[config.mk]
export PLATFORM = sky130hd
export DESIGN_NAME = signed_integer_to_radix_text
export DESIGN_NICKNAME = d
export VERILOG_FILES = /design/src/rtl/sitr_pkg.sv /design/src/rtl/sitr_ram.sv /design/src/rtl/sitr_divider.sv /design/src/rtl/signed_integer_to_radix_text.sv
export SDC_FILE = /design/constraint.sdc
export NUM_CORES = 1
export LEC_CHECK = 0
export BUFFER_PORTS_ARGS = -buffer_cell sky130_fd_sc_hd__buf_4
export CAP_MARGIN = 5
export CORE_MARGIN = 8
export CORE_UTILIZATION = 40
export CTS_CLUSTER_DIAMETER = 50
export DETAILED_ROUTE_END_ITERATION = 6
export GPL_TIMING_DRIVEN = 0
export PLACE_DENSITY = 0.56
export SYNTH_ARGS = -nofsm -noshare
export SYNTH_HDL_FRONTEND = slang
export SYNTH_SLANG_ARGS = --single-unit
[constraint.sdc]
create_clock -name clk -period 15 [get_ports clk]
set_clock_uncertainty 0.1 [all_clocks]
set_input_delay 0.75 -clock clk [delete_from_list [all_inputs] [get_ports clk]]
set_output_delay 0.75 -clock clk [all_outputs]
set_load 0.005 [all_outputs]
[src/rtl/sitr_pkg.sv]
// Package for the signed integer to radix text block.
// Holds the radix limits, character codes, the divider status type and the
// digit-to-character mapping. No dependencies.
`default_nettype none

package sitr_pkg;

    // Radix register limits and reset value.
    localparam logic [5:0] RADIX_MIN   = 6'd2;
    localparam logic [5:0] RADIX_MAX   = 6'd36;
    localparam logic [5:0] RADIX_RESET = 6'd10;

    // Largest digit value that has a character.
    localparam logic [5:0] DIGIT_MAX = 6'd35;

    // Dividend bits consumed by the divider in one cycle.
    localparam int STEP_BITS = 8;

    // ASCII codes used by the character mapping.
    localparam logic [7:0] CHAR_MINUS = 8'h2d;
    localparam logic [7:0] CHAR_ZERO  = 8'h30;
    localparam logic [7:0] CHAR_LOWER_A = 8'h61;

    // Status of the digit divider as seen by the controller.
    typedef struct packed {
        logic       busy;
        logic       done;
        logic       quo_zero;
        logic [5:0] rem;
    } div_status_t;

    // Maps a digit value to its character: 0-9 then lower-case a-z.
    function automatic logic [7:0] digit_char(input logic [5:0] digit);
        logic [5:0] d;
        logic [7:0] ch;
        d = (digit > DIGIT_MAX) ? DIGIT_MAX : digit;
        if (d < 6'd10)
        begin
            ch = CHAR_ZERO + {2'b00, d};
        end
        else
        begin
            ch = CHAR_LOWER_A + {2'b00, d} - 8'd10;
        end
        return ch;
    endfunction

endpackage

`default_nettype wire

[src/rtl/sitr_ram.sv]
// Generic single-write, single-read synchronous RAM with a registered read.
// Used for the digit store of the radix text block. No dependencies.
`default_nettype none

module sitr_ram #(
    parameter int WIDTH = 6,
    parameter int DEPTH = 33
) (
    input  wire logic                                   clk,
    input  wire logic                                   we,
    input  wire logic [(DEPTH > 1 ? $clog2(DEPTH) : 1)-1:0] waddr,
    input  wire logic [WIDTH-1:0]                       wdata,
    input  wire logic                                   re,
    input  wire logic [(DEPTH > 1 ? $clog2(DEPTH) : 1)-1:0] raddr,
    output logic      [WIDTH-1:0]                       rdata
);

    logic [WIDTH-1:0] mem_reg [DEPTH];
    logic [WIDTH-1:0] rdata_reg;

    // Write port and registered read port.
    always_ff @(posedge clk)
    begin
        if (we)
        begin
            mem_reg[waddr] <= wdata;
        end
        if (re)
        begin
            rdata_reg <= mem_reg[raddr];
        end
    end

    assign rdata = rdata_reg;

endmodule

`default_nettype wire

[src/rtl/sitr_divider.sv]
// Digit divider: divides the working magnitude by the radix, eight dividend
// bits per cycle, leaving the quotient in place and the remainder as the digit.
// Depends on sitr_pkg.
`default_nettype none

module sitr_divider
    import sitr_pkg::*;
#(
    parameter int VALUE_BITS = 32
) (
    input  wire logic                  clk,
    input  wire logic                  rst_n,
    input  wire logic [5:0]            radix,
    input  wire logic                  start_load,
    input  wire logic                  start_next,
    input  wire logic [VALUE_BITS-1:0] mag,
    output div_status_t                status
);

    localparam int CHUNKS   = (VALUE_BITS + STEP_BITS - 1) / STEP_BITS;
    localparam int PAD_BITS = CHUNKS * STEP_BITS;
    localparam int CNT_W    = (CHUNKS > 1) ? $clog2(CHUNKS) : 1;

    logic [PAD_BITS-1:0] work_reg, work_next;
    logic [5:0]          rem_reg, rem_next;
    logic [CNT_W-1:0]    cnt_reg, cnt_next;
    logic                busy_reg, busy_next;
    logic                done_reg, done_next;
    logic                nz_reg, nz_next;

    // Chunk step results.
    logic [PAD_BITS-1:0] step_work;
    logic [5:0]          step_rem;
    logic                step_nz;
    logic [6:0]          trial;

    // Eight restoring division steps on the top bits of the working word.
    // Quotient bits shift in at the bottom, so after all chunks the word
    // holds the quotient.
    always_comb
    begin
        step_work = work_reg;
        step_rem  = rem_reg;
        step_nz   = nz_reg;
        trial     = '0;
        for (int i = 0; i < STEP_BITS; i++)
        begin
            trial     = {step_rem, step_work[PAD_BITS-1]};
            step_work = {step_work[PAD_BITS-2:0], 1'b0};
            if (trial >= {1'b0, radix})
            begin
                step_rem     = 6'(trial - {1'b0, radix});
                step_work[0] = 1'b1;
                step_nz      = 1'b1;
            end
            else
            begin
                step_rem = trial[5:0];
            end
        end
    end

    // Control of one division pass.
    always_comb
    begin
        work_next = work_reg;
        rem_next  = rem_reg;
        cnt_next  = cnt_reg;
        busy_next = busy_reg;
        done_next = done_reg;
        nz_next   = nz_reg;
        if (start_load || start_next)
        begin
            if (start_load)
            begin
                work_next = PAD_BITS'(mag);
            end
            rem_next  = '0;
            cnt_next  = '0;
            busy_next = 1'b1;
            done_next = 1'b0;
            nz_next   = 1'b0;
        end
        else if (busy_reg)
        begin
            work_next = step_work;
            rem_next  = step_rem;
            nz_next   = step_nz;
            cnt_next  = cnt_reg + CNT_W'(1);
            if (cnt_reg == CNT_W'(CHUNKS - 1))
            begin
                busy_next = 1'b0;
                done_next = 1'b1;
            end
        end
    end

    // Control flags.
    always_ff @(posedge clk or negedge rst_n)
    begin
        if (!rst_n)
        begin
            busy_reg <= 1'b0;
            done_reg <= 1'b0;
            cnt_reg  <= '0;
        end
        else
        begin
            busy_reg <= busy_next;
            done_reg <= done_next;
            cnt_reg  <= cnt_next;
        end
    end

    // Datapath registers.
    always_ff @(posedge clk)
    begin
        work_reg <= work_next;
        rem_reg  <= rem_next;
        nz_reg   <= nz_next;
    end

    assign status.busy     = busy_reg;
    assign status.done     = done_reg;
    assign status.quo_zero = !nz_reg;
    assign status.rem      = rem_reg;

endmodule

`default_nettype wire

[src/rtl/signed_integer_to_radix_text.sv]
// Signed integer to radix text converter, top level.
// Depends on sitr_pkg, sitr_divider and sitr_ram.
//
// Converts each signed value to its text in the configured radix (2 to 36),
// one ASCII character per output beat, most significant character first,
// with last set on the final character. Negative values start with '-' and
// zero gives "0". Digits are found least significant first by a divider that
// consumes eight bits per cycle and are kept in a small digit RAM. They are
// then read back in reverse, each character fetched from the RAM and then
// loaded into the output register, after the sign if there is one. One value
// is converted at a time; the next value is taken as soon as the last character
// has been placed in the output register. Radix writes of values outside 2 to
// 36 are ignored; the radix resets to 10.
`default_nettype none

module signed_integer_to_radix_text
    import sitr_pkg::*;
#(
    parameter int VALUE_BITS = 32
) (
    input  wire logic                         clk,
    input  wire logic                         rst_n,
    input  wire logic                         radix_wr_en,
    input  wire logic [5:0]                   radix_wr_data,
    input  wire logic                         in_valid,
    output logic                              in_stall,
    input  wire logic signed [VALUE_BITS-1:0] value,
    output logic                              out_valid,
    input  wire logic                         out_stall,
    output logic [7:0]                        character,
    output logic                              last
);

    localparam int DIGIT_SLOTS = VALUE_BITS + 1;
    localparam int ADDR_W      = $clog2(DIGIT_SLOTS);

    localparam logic [2:0] S_IDLE  = 3'd0;
    localparam logic [2:0] S_DIV   = 3'd1;
    localparam logic [2:0] S_SIGN  = 3'd2;
    localparam logic [2:0] S_FETCH = 3'd3;
    localparam logic [2:0] S_LOAD  = 3'd4;

    logic [2:0]        state_reg, state_next;
    logic [5:0]        radix_reg;
    logic              neg_reg, neg_next;
    logic [ADDR_W-1:0] nd_reg, nd_next;
    logic [ADDR_W-1:0] idx_reg, idx_next;
    logic              out_valid_reg, out_valid_next;
    logic [7:0]        char_reg, char_next;
    logic              last_reg, last_next;

    logic [VALUE_BITS-1:0] value_u;
    logic [VALUE_BITS-1:0] mag;
    logic                  in_accept;
    logic                  out_free;
    logic                  out_load;
    logic                  start_load;
    logic                  start_next;
    logic                  ram_we;
    logic                  ram_re;
    logic [5:0]            ram_rdata;
    div_status_t           div_status;

    // Radix register: out-of-range writes leave it unchanged.
    always_ff @(posedge clk or negedge rst_n)
    begin
        if (!rst_n)
        begin
            radix_reg <= RADIX_RESET;
        end
        else if (radix_wr_en && radix_wr_data >= RADIX_MIN && radix_wr_data <= RADIX_MAX)
        begin
            radix_reg <= radix_wr_data;
        end
    end

    // Magnitude of the incoming value; the most negative value wraps to its
    // exact unsigned magnitude.
    assign value_u = value;
    assign mag     = value_u[VALUE_BITS-1] ? (~value_u + VALUE_BITS'(1)) : value_u;

    assign in_stall  = (state_reg != S_IDLE);
    assign in_accept = in_valid && !in_stall;
    assign out_free  = !out_valid_reg || !out_stall;

    sitr_divider #(
        .VALUE_BITS (VALUE_BITS)
    ) u_divider (
        .clk        (clk),
        .rst_n      (rst_n),
        .radix      (radix_reg),
        .start_load (start_load),
        .start_next (start_next),
        .mag        (mag),
        .status     (div_status)
    );

    sitr_ram #(
        .WIDTH (6),
        .DEPTH (DIGIT_SLOTS)
    ) u_digit_ram (
        .clk   (clk),
        .we    (ram_we),
        .waddr (nd_reg),
        .wdata (div_status.rem),
        .re    (ram_re),
        .raddr (idx_reg),
        .rdata (ram_rdata)
    );

    // Sequencer: divide into the digit RAM, then read it back in reverse.
    always_comb
    begin
        state_next = state_reg;
        neg_next   = neg_reg;
        nd_next    = nd_reg;
        idx_next   = idx_reg;
        char_next  = char_reg;
        last_next  = last_reg;
        out_load   = 1'b0;
        start_load = 1'b0;
        start_next = 1'b0;
        ram_we     = 1'b0;
        ram_re     = 1'b0;
        unique case (state_reg)
            S_IDLE:
            begin
                if (in_accept)
                begin
                    start_load = 1'b1;
                    neg_next   = value_u[VALUE_BITS-1];
                    nd_next    = '0;
                    state_next = S_DIV;
                end
            end
            S_DIV:
            begin
                if (div_status.done)
                begin
                    ram_we = 1'b1;
                    if (div_status.quo_zero)
                    begin
                        idx_next   = nd_reg;
                        state_next = neg_reg ? S_SIGN : S_FETCH;
                    end
                    else
                    begin
                        nd_next    = nd_reg + ADDR_W'(1);
                        start_next = 1'b1;
                    end
                end
            end
            S_SIGN:
            begin
                if (out_free)
                begin
                    out_load   = 1'b1;
                    char_next  = CHAR_MINUS;
                    last_next  = 1'b0;
                    state_next = S_FETCH;
                end
            end
            S_FETCH:
            begin
                ram_re     = 1'b1;
                state_next = S_LOAD;
            end
            S_LOAD:
            begin
                if (out_free)
                begin
                    out_load  = 1'b1;
                    char_next = digit_char(ram_rdata);
                    last_next = (idx_reg == '0);
                    if (idx_reg == '0)
                    begin
                        state_next = S_IDLE;
                    end
                    else
                    begin
                        idx_next   = idx_reg - ADDR_W'(1);
                        state_next = S_FETCH;
                    end
                end
            end
            default:
            begin
                state_next = S_IDLE;
            end
        endcase
    end

    // Output register valid flag.
    always_comb
    begin
        if (out_load)
        begin
            out_valid_next = 1'b1;
        end
        else if (!out_stall)
        begin
            out_valid_next = 1'b0;
        end
        else
        begin
            out_valid_next = out_valid_reg;
        end
    end

    // Control registers.
    always_ff @(posedge clk or negedge rst_n)
    begin
        if (!rst_n)
        begin
            state_reg     <= S_IDLE;
            out_valid_reg <= 1'b0;
        end
        else
        begin
            state_reg     <= state_next;
            out_valid_reg <= out_valid_next;
        end
    end

    // Payload and counters.
    always_ff @(posedge clk)
    begin
        neg_reg  <= neg_next;
        nd_reg   <= nd_next;
        idx_reg  <= idx_next;
        char_reg <= char_next;
        last_reg <= last_next;
    end

    assign out_valid = out_valid_reg;
    assign character = char_reg;
    assign last      = last_reg;

    // The radix register never holds a base outside its range.
    assert property (@(posedge clk) disable iff (!rst_n)
        radix_reg >= RADIX_MIN && radix_reg <= RADIX_MAX)
        else $error("radix register out of range");

    // Digits are written only when a division pass has finished.
    assert property (@(posedge clk) disable iff (!rst_n)
        ram_we |-> (state_reg == S_DIV && !div_status.busy))
        else $error("digit write while divider busy");

    // Loading the final character returns the sequencer to idle.
    assert property (@(posedge clk) disable iff (!rst_n)
        (out_load && last_next) |=> (state_reg == S_IDLE))
        else $error("sequencer not idle after final character");

    // The digit count stays within the store while dividing.
    assert property (@(posedge clk) disable iff (!rst_n)
        (state_reg == S_DIV) |-> (nd_reg < ADDR_W'(VALUE_BITS)))
        else $error("digit count overflow");

endmodule

`default_nettype wire
-- Word-level counts from Yosys, hierarchy flattened
Memories as Yosys holds them, arrays and structs flattened. A register that Yosys moved wholly into a read port is not among the register bits.
Index checks and enable logic that the tools add are counted.
- memories: 1
- output and inout bits: 11
- bits in registers: 75
- memory bits (writable): 198
- input port bits: 43
- logic and storage cells: 158
- reduce and logical (&&, ||, !) cells: 26
- $add $sub $neg: 15
- equal/unequal tests: 14
- order comparisons: 12
- muxes and demuxes: 75
- bitwise gates (word level): 1
- memories (name ; words ; bits a word ; rd ports ; clocked after memory_dff ; write ports ; line ; RTL):
    u_digit_ram.mem_reg ; 33 ; 6 ; 1 ; 1 ; 1 ; sitr_ram.sv:18 ; logic [WIDTH-1:0] mem_reg [DEPTH];
- operators with widths (cell ; number):
    32-bit 2-to-1 mux ; 4
    6-bit 2-to-1 mux ; 16
    7-bit by 6-bit >= comparator with 1-bit output ; 8
    6-bit subtractor ; 8
    1-bit 2-to-1 mux ; 39
    32-bit by 1-bit adder with 32-bit output, second input constant ; 1
    32-bit NOT ; 1
    8-bit 2-to-1 mux ; 3
    6-bit one-hot mux with 2 select lines ; 2
    8-bit one-hot mux with 2 select lines ; 1
    3-bit 2-to-1 mux ; 5
    3-bit one-hot mux with 5 select lines ; 1
    2-bit != test, second input constant ; 5
    5-bit AND reduction ; 2
    2-bit nonzero test ; 5
    7-bit by 6-bit adder with 8-bit output, first input constant ; 1
    2-bit by 1-bit != test with 1-bit output, second input constant ; 4
    2-bit AND reduction ; 4
    8-bit nonzero test ; 1
    8-bit by 4-bit subtractor with 8-bit output, second input constant ; 1
    6-bit by 6-bit adder with 7-bit output, first input constant ; 1
    6-bit by 1-bit adder with 6-bit output, second input constant ; 1
    3-bit by 2-bit == test with 1-bit output, second input constant ; 2
    6-bit by 2-bit >= comparator with 1-bit output, second input constant ; 1
    other kinds (19) ; 26

-- Depth between registers and ports, before layout
Gate-level depths: netlist of run 1.
- depth in word-level cells: 18
- depth in mapped cells: 84
- depth with buffers taken out: 80

-- By module
Synthesis of run 1 repeated with hierarchy kept, for this count alone.
- cells, all modules: 1229
- area, all modules: 15108.2 um^2
- by module, submodules not included (module ; area each (um^2) ; cells an instance ; instances ; sequential area each (um^2)):
    sitr_ram ; 8220.4 ; 458 ; 1 ; 6125.9
    sitr_divider ; 4565.6 ; 519 ; 1 ; 1201.2
    signed_integer_to_radix_text ; 2322.2 ; 252 ; 1 ; 913.4

-- Worst setup path before layout of run 1
Ideal clock, no wire load.
- path type: reg2reg
- from: reg radix_reg[1]
- to: reg u_divider.rem_reg[0]
- stages on the path, launching flop included: 80
- buffers on the path: 3
- arrival: 15.887 ns
- library setup time: 0.068 ns
- required time: 14.832 ns
- clock period less this slack: 16.055 ns
- slack: -1.055 ns
- cell sequence: dfstp_2 -> inv_1 -> ha_1 -> and3b_4 -> or2_4 -> o21a_2 -> nor3_1 -> a21o_1 -> inv_1 -> ha_1 -> nor2b_1 -> o31a_1 -> o31a_1 -> a311oi_2 -> nand2_1 -> buf_2 -> o21ai_1 -> inv_1 -> (+44 left out) -> a21o_1 -> a21o_1 -> a211o_1 -> a311oi_2 -> o211ai_4 -> and2_1 -> mux2i_1 -> ha_1 -> a21oi_1 -> o21bai_1 -> a21o_1 -> a21oi_1 -> o21ai_0 -> a21o_1 -> a31oi_2 -> o221a_2 -> mux2_4 -> a21oi_2
- longest elaborated chain between the ends: 16
- elaborated cells between the ends (all ways): 23
- classes of those cells: add/sub (7); order compare (8); mux (8)
- RTL lines (element ; line ; RTL):
    from (decl) ; signed_integer_to_radix_text.sv:44 ; logic [5:0] radix_reg;
    from (signal assigned) ; signed_integer_to_radix_text.sv:73 ; radix_reg <= radix_wr_data;
    6-bit subtractor or 7-bit by 6-bit >= comparator with 1-bit output (tied branches) ; sitr_divider.sv:52, sitr_divider.sv:50 ;
    6-bit 2-to-1 mux ; sitr_divider.sv:50 ; if (trial >= {1'b0, radix})
    6-bit subtractor or 7-bit by 6-bit >= comparator with 1-bit output (tied branches) ; sitr_divider.sv:52, sitr_divider.sv:50 ;
    6-bit 2-to-1 mux ; sitr_divider.sv:50 ;
    6-bit subtractor or 7-bit by 6-bit >= comparator with 1-bit output (tied branches) ; sitr_divider.sv:52, sitr_divider.sv:50 ;
    6-bit 2-to-1 mux ; sitr_divider.sv:50 ;
    6-bit subtractor or 7-bit by 6-bit >= comparator with 1-bit output (tied branches) ; sitr_divider.sv:52, sitr_divider.sv:50 ;
    6-bit 2-to-1 mux ; sitr_divider.sv:50 ;
    6-bit subtractor or 7-bit by 6-bit >= comparator with 1-bit output (tied branches) ; sitr_divider.sv:52, sitr_divider.sv:50 ;
    6-bit 2-to-1 mux ; sitr_divider.sv:50 ;
    7-bit by 6-bit >= comparator with 1-bit output or 6-bit subtractor (tied branches) ; sitr_divider.sv:50, sitr_divider.sv:52 ;
    6-bit 2-to-1 mux ; sitr_divider.sv:50 ;
    6-bit subtractor or 7-bit by 6-bit >= comparator with 1-bit output (tied branches) ; sitr_divider.sv:52, sitr_divider.sv:50 ;
    6-bit 2-to-1 mux ; sitr_divider.sv:50 ;
    7-bit by 6-bit >= comparator with 1-bit output * ; sitr_divider.sv:50 ;
    6-bit 2-to-1 mux * ; sitr_divider.sv:50 ;
    to (signal assigned) ; sitr_divider.sv:119 ; rem_reg <= rem_next;
    to (decl) ; sitr_divider.sv:25 ; logic [5:0] rem_reg, rem_next;
Every way passes the cells marked *; elsewhere a longest branch is shown, timed or not.
A chain may end at the register's enable or synchronous reset.

-- Worst setup path in the final report of run 1
Same ends and word-level chain as after synthesis.

==> out/metrics.yaml, run 1 <==
route:
  drt-wirelength-per-cell_um: 21.3
  via_per_inst: 5.45
  drcViolationCount: 0
  first_iter_violations: 630
  ant_nets: 0
  wirelength_mm: 38.9
  vias: 9973
  drt-pass1-iter-count: 5
clock_network:
  cts_made_buffers: 35
  insertion_delay_ns: 0.51
  cts_tree: "built"
  clk_pin_slew_worst_paths_ns: 0.05
  cts-root-buf: "clkbuf_16"
  h-tree-depth: 2
  cts_sinks: 279
  cts_buffer_depth: 3
layout:
  final_util: 0.507
  final_cell_mix: "edfxtp_1 (258), buf_4 (171), nand2_1 (89), nor2_1 (89), o21ai_0 (68)"
  syn_to_final_growth_pct: 25.3
  final_common_cell: "edfxtp_1"
  nets: 1441
  antenna_cells: 0
  drive_gt1_frac: 0.309
  largest_reg_flops: 198
  design_area_sq_um: 18500
floorplanning:
  die_width_um: 208
  initial_core_util: 0.404
  ioPinCount: 54
  die_h_um: 208
  die-area_sq_um: 43300
  coreArea_sq_um: 36500
  fp-row-count: 70
place:
  postPlaceCellArea_sq_um: 16000
  place_congestion: 0.851
  io_buffers: 53
  dp_hpwl_mm: 25.8
  dp_slack_ns: -2.37
global_route:
  gr-usage-all-layers: 0.174
  grt_pass1_vias: 10300
  antenna_found_initial: 0
  grt_pass1_wl_mm: 58.8
  grt_max_degree: 40
  grt-ovfl-total: 0
setup_path:
  cp_max_fo: 4
  critPathLaunchType: "register"
  critPathLaunch: "radix_reg[1]"
  cp.required_ns: 15.33
  cp_slowest_stage_delay_ns: 0.64
  critPathMostFrequentCell: "buf_4"
  regToRegStartpoint: "radix_reg[1]"
  slowest_stage: "dfstp_4"
  worstPathArrival_ns: 15.37
  path_class: "reg -> reg"
  crit_path_end_kind: "register"
sta:
  report.final.setup_viol: 1
  worstMarginPinSlew_ns: 1.02
  drv_slew: 0
  min_period_over_period: 1.00
  finalHoldViolCount: 0
  rsz0062_at_grt: "yes"
  fmax_mhz: 66.5
  slew_headroom: 0.321
  setup_ws_ns: -0.0398
  fin_crit_ns: 15.04
  setup_tns_ns: -0.0398
run_status:
  violations: "setup timing"
  status: "finished, violations left"
synthesis:
  syn_nets: 1228
  synth_cell_types: 87
  synthArstFlopShare: 0.0502
  synthCells: 1123
  synth_top_flop_cell: "edfxtp_1"
  yosys_warnings: 0
  synth_edf_count: 258
  synth_seq_cells: 279
  synth_seq_area_share: 0.558
  synth.avg_cell_area_sq_um: 13.2
  mappedNetlistArea_sq_um: 14800
hold_path:
  hold_start: "radix_wr_data[3]"
  hp-class: "in -> reg"
run:
  cap_viol_max_count: 0
[worst paths after layout]
kind / end / slack, ns / cells past startpoint
hold reg to reg: u_divider.work_reg[21] / 0.42 / 2
hold / removal: radix_reg[3] / 0.36 / 3
setup reg to reg: u_divider.rem_reg[0] / -0.04 / 84
setup / recovery: u_divider.rem_reg[0] / -0.04 / 84
min in group asynchronous: radix_reg[0] / 0.55 / 2
max in group asynchronous: radix_reg[3] / 14.01 / 2
[cell families after synthesis]
group,count (synthesis),synth area share
buf+inv,92,0.0255
compound gates,236,0.109
mux,98,0.120
xor+xnor,63,0.0374
other cells,2,0.000508
simple gates,291,0.0928
fa+ha+maj,62,0.0566
flops,279,0.558
[repair_timing]
action,CTS,global route
hold buffers,1,0
resized for setup,47,47
pin swaps,35,61
endpoints found under the hold margin,12,0
setup endpoints to repair,9,8
buffers inserted,95,28
[Yosys cell counts, types with 13 or more instances]
| master | instances | share of area |
|---|---|---|
| nand3_1 | 16 | 0.0054 |
| mux4_2 | 60 | 0.091 |
| xnor2_1 | 25 | 0.015 |
| edfxtp_1 | 258 | 0.52 |
| nor2b_1 | 13 | 0.0055 |
| o21ai_0 | 76 | 0.026 |
| or3_1 | 13 | 0.0055 |
| mux2i_1 | 22 | 0.015 |
| a21o_1 | 17 | 0.0086 |
| nand2_1 | 92 | 0.023 |
| nor2_1 | 93 | 0.024 |
| clkbuf_1 | 27 | 0.0069 |
| inv_1 | 47 | 0.012 |
| xor2_1 | 38 | 0.023 |
| a21oi_1 | 43 | 0.015 |
| ha_1 | 54 | 0.046 |
[layout make-up]
cell class	instances	area (sq um)
inverters	47	196
clock inverters	19	153
clock buffers	44	952
fillers	3120	18000
flip-flops and latches	279	8270
plain buffers	44	205
well taps	468	586
repair buffers	177	1400
multi-input cells	752	6750
[per-layer routing]
metal	up-vias	wire length, um	global-route usage
met2	251	19100	0.298
met4	0	1320	0.0653
met3	76	1780	0.0319
met5	-	0	0
met1	4914	16700	0.218
li1	4732	-	-
[critical path: cells and delay by family (launching register included)]
family | cells | cell delay [ns]
AOI/OAI and AO/OA | 30 | 5.69
adders and majority gates | 6 | 1.37
buffers and inverters | 31 | 3.55
DFF | 1 | 0.64
and+or+nand+nor | 12 | 2.16
muxes | 5 | 1.40
[stage by stage]
stage / hold WS [ns] / cells
floorplan: 0.354 / 1123
global route: 0.373 / 1830
CTS: 0.344 / 1804
detailed placement: 0.414 / 1645
global placement: 0.406 / 1644
finish: 0.365 / 1830
Power of run 1 is left out: the tool's default activity adds up to more than one toggle a clock period on the data nets, which glitch-free logic cannot reach.
==> run 2, diff against run 1 <==
ABC_AREA = 1   (was not set)
==> run 2 against run 1 <==
- the run now ends clean
- die area grew 1.0%
- clock-buffer cell count down 1
- cell count grew 16%
- synthesized cell count up 36%
- worst hold slack worse by 0.034 ns
- first-iteration DRC count increased by 32%
- largest cell class unchanged
==> out/metrics.yaml, run 2 <==
setup_path:
  crit_buf_inv: 13  # -58%
  cp.required_ns: 15.31  # -0.02 ns
  crit_path_end_kind: "register"
  rrSetupSlack_ns: 1.35  # +1.39 ns
  cp_slowest_stage_delay_ns: 0.74  # +0.10 ns
  critPathMostFrequentCell: "nand2_1"
  path_class: "reg -> reg"
  slowest_stage: "dfstp_4"
  worstPathArrival_ns: 13.96  # -1.41 ns
  critPathLaunchType: "register"
  critPathTopFamily: "simple AND/OR/NAND/NOR gates"
  cp_max_fo: 10  # +6
  ff2ff_path_depth: 86  # +2.4%
  rr_endpoint: "u_divider.rem_reg[3]"
  regToRegStartpoint: "radix_reg[1]"
clock_network:
  cts_sinks: 279  # unchanged
  cts_tree: "built"
  clk_pin_slew_worst_paths_ns: 0.06  # about the same
  cts-root-buf: "clkbuf_16"
  cts_buffer_depth: 3  # unchanged
  h-tree-depth: 2  # unchanged
  insertion_delay_ns: 0.53  # +0.02 ns
  cts_made_buffers: 35  # unchanged
layout:
  syn_to_final_growth_pct: 15.2
  antenna_cells: 0  # unchanged
  nets: 1728  # +20%
  largest_reg_flops: 198  # unchanged
  final_cell_mix: "edfxtp_1 (258), nand2_1 (251), nor2_1 (216), o21ai_0 (157), inv_1 (129)"
  final_common_cell: "edfxtp_1"
  drive_gt1_frac: 0.109  # -0.200
synthesis:
  synth.avg_cell_area_sq_um: 9.81  # -25%
  yosysTopAreaCell: "edfxtp_1"
  yosys_warnings: 0  # unchanged
  yosys-top-cells-area: "edfxtp_1 (52%), nand2_1 (6.3%), nor2_1 (5.4%)"
  synth_seq_area_share: 0.552  # -0.00603
  synth_seq_cells: 279  # unchanged
  synth_edf_count: 258  # unchanged
  mappedNetlistArea_sq_um: 14900  # +1.1%
  synthArstFlopShare: 0.0502  # unchanged
  synthCells: 1522  # +36%
  syn_nets: 1627  # +32%
  yosys.cell_count.top_type: "edfxtp_1"
  synth_top_flop_cell: "edfxtp_1"
  synth_top_area_share: 0.519  # -0.00567
  synthTopCellsByCount: "edfxtp_1 (258), nand2_1 (252), nor2_1 (216), o21ai_0 (157), inv_1 (130)"
  synth_cell_types: 55  # -37%
sta:
  fmax_mhz: 73.3  # +10%
  fin_crit_ns: 13.65  # -1.39 ns
  min_period_over_period: 0.910  # -0.0928
  finalHoldViolCount: 0  # unchanged
  slew_headroom: 0.0823  # -0.238
  drv_slew: 0  # unchanged
  rsz0062_at_grt: "no"
  report.final.setup_viol: 0  # -1
  setup_tns_ns: 0  # +0.0398 ns
  worstMarginPinSlew_ns: 1.37  # +0.347 ns
hold_path:
  whs_endpoint: "neg_reg"
  hold_path_depth: 1  # -2
  hold_start: "value[31]"
  hp-class: "in -> reg"
floorplanning:
  fp-row-count: 70  # unchanged
  die_h_um: 209  # +0.50%
  ioPinCount: 54  # unchanged
  coreArea_sq_um: 36700  # +0.48%
  initial_core_util: 0.407  # +0.00247
  die-area_sq_um: 43800  # +1.0%
  die_width_um: 209  # +0.50%
route:
  vias: 11500  # +15%
  drt-wirelength-per-cell_um: 19.5  # -8.4%
  wirelength_mm: 41.2  # +5.9%
  ant_nets: 0  # unchanged
  first_iter_violations: 832  # +32%
  drcViolationCount: 0  # unchanged
  via_per_inst: 5.42  # -0.56%
  drt-pass1-iter-count: 7  # +2
global_route:
  gr-usage-all-layers: 0.187  # +0.0124
  grt_pass1_wl_mm: 64.5  # +9.7%
  grt-ovfl-total: 0  # unchanged
  antenna_found_initial: 0  # unchanged
  grt_max_degree: 38  # -5.0%
  grt_pass1_vias: 11400  # +10%
place:
  dp_hpwl_mm: 29.4  # +14%
  io_buffers: 53  # unchanged
  place_congestion: 0.899  # +5.7%
run:
  cap_viol_max_count: 0  # unchanged
run_status:
  status: "finished clean"
## run 2: cell types whose count changed after synthesis, moves of 13 or more
| cell | before | now |
|---|---|---|
| mux4_2 | 60 | 0 |
| nor2b_1 | 13 | 0 |
| nand2_1 | 92 | 252 |
| clkbuf_1 | 27 | 49 |
| nand4_1 | 4 | 23 |
| o22ai_1 | 5 | 30 |
| inv_1 | 47 | 130 |
| o21ai_0 | 76 | 157 |
| mux2i_1 | 22 | 0 |
| or3_1 | 13 | 0 |
| nor2_1 | 93 | 216 |
| nand3_1 | 16 | 79 |
| o221ai_1 | 4 | 19 |
| a21o_1 | 17 | 2 |
## run 2: routing by layer
layer / vias to the layer above / GRT usage / share of wire
met5: - / 0 / 0
met4: 0 / 0.0646 / 0.034
met3: 82 / 0.0259 / 0.058
met2: 347 / 0.321 / 0.48
met1: 5493 / 0.238 / 0.43
li1: 5545 / - / -
## run 2: timing repair
action / CTS / global route
endpoints found under the hold margin: 12 / 0
hold buffers: 1 / 0
gates resized for setup: 0 / 14
buffers inserted: 0 / 4
setup endpoints to repair: 0 / 8
## run 2: worst max-delay path by stage
stage | to | from | cells after the start | slack, ns
floorplan | u_divider.rem_reg[2] | radix_reg[1] | 85 | 2.76
global placement | u_divider.nz_reg | u_divider.rem_reg[2] | 85 | 0.42
detailed placement | u_divider.rem_reg[3] | u_divider.rem_reg[4] | 85 | 0.54
CTS | u_divider.rem_reg[3] | u_divider.rem_reg[4] | 85 | 0.52
global route | u_divider.nz_reg | radix_reg[1] | 86 | 0.09
finish | u_divider.rem_reg[3] | radix_reg[1] | 86 | 1.35
## run 2: cell families (layout without fill, tap and decap cells)
family / after synthesis / after routing / share of synthesized area
other: 2 / 2 / 0.000503
xor gates and xnor gates: 52 / 52 / 0.0305
adders and majority gates: 62 / 62 / 0.0560
muxes: 1 / 1 / 0.000754
AOI/OAI and AO/OA: 298 / 298 / 0.114
and+or+nand+nor: 641 / 641 / 0.198
buffers and inverters: 187 / 313 / 0.0485
DFF: 279 / 279 / 0.552
## run 2: through the flow
step                instance area, sq um  setup WS (ns)  std cells  hold slack (ns)  utilization
floorplan                          14900           2.76       1522            0.342            -
global placement                   15900          0.418       2043            0.367        0.434
detailed placement                 16000          0.541       2047            0.372        0.436
CTS                                17100          0.516       2110            0.310        0.466
global route                       17200         0.0862       2116            0.313        0.469
finish                             17200           1.35       2116            0.330        0.469
## run 2: cell type report
class                      count  area [sq um]
multi-input combinational   1056          5990
fill                        3417         19500
inverter                     133           503
timing repair buffer          64           546
buffer                        54           225
clock buffer                  43           957
tap                          468           586
clock inverter                19           133
sequential                   279          8260
Power of run 2 is left out for the same reason.
==> run 3, diff against run 2 <==
CTS_BUF_LIST = sky130_fd_sc_hd__clkbuf_4 sky130_fd_sc_hd__clkbuf_8 sky130_fd_sc_hd__clkbuf_16   (was not set)
==> run 3 against run 2 <==
- die area stayed put
- clock-buffer cell count stayed put
- cell count stayed put
- critical endpoint unchanged
- final area hardly changed
- setup slack better by 0.0044 ns
- global-route usage stayed put
- sequential cell count stayed put
- via count is 0.10% higher
- worst hold slack hardly changed
- core utilization hardly changed
- register-to-register slack hardly changed
- first-iteration DRC count is 5.9% higher
==> out/metrics.yaml, run 3 (synthesis results as in run 2) <==
layout:
  final_cell_mix: "edfxtp_1 (258), nand2_1 (251), nor2_1 (216), o21ai_0 (157), inv_1 (129)"
  design_area_sq_um: 17200  # about the same
  n_fill_cell: 3415  # -0.059%
  nets: 1728  # unchanged
  antenna_cells: 0  # unchanged
  final_common_cell: "edfxtp_1"
  syn_to_final_growth_pct: 15.3  # about the same
  largest_reg_flops: 198  # unchanged
  final_util: 0.469  # about the same
  instances_no_fill: 2116  # unchanged
  drive_gt1_frac: 0.111  # +0.00243
sta:
  slew_headroom: 0.120  # +0.0378
  worstMarginPinSlew_ns: 1.31  # -0.0562 ns
  setup_tns_ns: 0  # unchanged
  finalHoldViolCount: 0  # unchanged
  rsz0062_at_grt: "no"
  fmax_mhz: 73.3  # about the same
  report.final.setup_viol: 0  # unchanged
  min_period_over_period: 0.910  # about the same
  drv_slew: 0  # unchanged
  fin_crit_ns: 13.64  # -0.00437 ns
setup_path:
  cp_slowest_stage_delay_ns: 0.74  # about the same
  worstPathArrival_ns: 13.95  # about the same
  critPathMostFrequentCell: "nand2_1"
  rr_endpoint: "u_divider.rem_reg[3]"
  path_class: "reg -> reg"
  critPathLaunchType: "register"
  crit_path_end_kind: "register"
  cp_max_fo: 10  # unchanged
  regToRegStartpoint: "radix_reg[1]"
  cp.required_ns: 15.31  # about the same
  slowest_stage: "dfstp_4"
  ff2ff_path_depth: 86  # unchanged
  rrSetupSlack_ns: 1.36  # about the same
clock_network:
  clk_pin_slew_worst_paths_ns: 0.06  # about the same
  cts_tree: "built"
  cts_sinks: 279  # unchanged
  cts_made_buffers: 35  # unchanged
  insertion_delay_ns: 0.53  # about the same
  h-tree-depth: 2  # unchanged
  cts-root-buf: "clkbuf_16"
  cts_buffer_depth: 3  # unchanged
route:
  ant_nets: 0  # unchanged
  drt-wirelength-per-cell_um: 19.5  # +0.12%
  drt-pass1-iter-count: 6  # -1
  first_iter_violations: 881  # +5.9%
  wirelength_mm: 41.3  # +0.12%
  drcViolationCount: 0  # unchanged
  vias: 11500  # +0.10%
  via_per_inst: 5.42  # +0.10%
global_route:
  grt_pass1_vias: 11400  # -0.035%
  antenna_found_initial: 0  # unchanged
  grt-ovfl-total: 0  # unchanged
  grt_pass1_wl_mm: 64.5  # about the same
  grt_max_degree: 38  # unchanged
  gr-usage-all-layers: 0.187  # unchanged
hold_path:
  whs_endpoint: "neg_reg"
  hold_path_depth: 1  # unchanged
  hold_start: "value[31]"
  hp-class: "in -> reg"
place:
  dp_cells: 2047  # unchanged
  dp_hpwl_mm: 29.4  # unchanged
  place_congestion: 0.899  # unchanged
  io_buffers: 53  # unchanged
  postPlaceCellArea_sq_um: 16000  # unchanged
floorplanning:
  fp-row-count: 70  # unchanged
  die_width_um: 209  # unchanged
  ioPinCount: 54  # unchanged
  die_h_um: 209  # unchanged
  die-area_sq_um: 43800  # unchanged
  initial_core_util: 0.407  # unchanged
  coreArea_sq_um: 36700  # unchanged
run_status:
  status: "finished clean"
run:
  cap_viol_max_count: 0  # unchanged
run 3: stage by stage:
stage                     hold slack, ns  setup slack, ns
final                              0.330             1.36
after global routing               0.313           0.0862
after CTS                          0.310            0.516
after detailed placement           0.372            0.541
after global placement             0.367            0.418
after floorplan                    0.342             2.76
run 3: worst max-delay path by stage:
stage	from	end	slack [ns]	cells after the start
after floorplan	radix_reg[1]	u_divider.rem_reg[2]	2.76	85
after global placement	u_divider.rem_reg[2]	u_divider.nz_reg	0.42	85
after detailed placement	u_divider.rem_reg[4]	u_divider.rem_reg[3]	0.54	85
after CTS	u_divider.rem_reg[4]	u_divider.rem_reg[3]	0.52	85
after global routing	radix_reg[1]	u_divider.nz_reg	0.09	86
final	radix_reg[1]	u_divider.rem_reg[3]	1.36	86
run 3: routing by layer:
layer	track usage	wire, um
met1	0.238	17600
met2	0.321	19900
met3	0.0260	2370
met4	0.0646	1370
met5	0	0
run 3: layout make-up:
type / count / area [sq um] / share of cell area
plain buffers: 54 / 225 / 0.0131
clock buffers: 43 / 972 / 0.0565
clock inverters: 19 / 133 / 0.00771
inverters: 133 / 503 / 0.0292
multi-input cells: 1056 / 5990 / 0.348
flip-flops and latches: 279 / 8260 / 0.480
well taps: 468 / 586 / 0.0340
repair buffers: 64 / 546 / 0.0317
run 3: worst max-delay path, delay by kind of cell (launching register included):
family | cells | cell delay (ns)
and+or+nand+nor | 44 | 4.82
AOI/OAI and AO/OA | 21 | 3.90
adders and majority gates | 8 | 2.68
buffers and inverters | 13 | 1.24
DFF | 1 | 0.74
run 3: repair_timing:
action,in CTS,in global routing
hold endpoints to repair,12,0
gates resized for setup,0,14
setup endpoints to repair,0,8
buffers inserted,0,4
hold buffers,1,0
Power of run 3 is left out for the same reason.
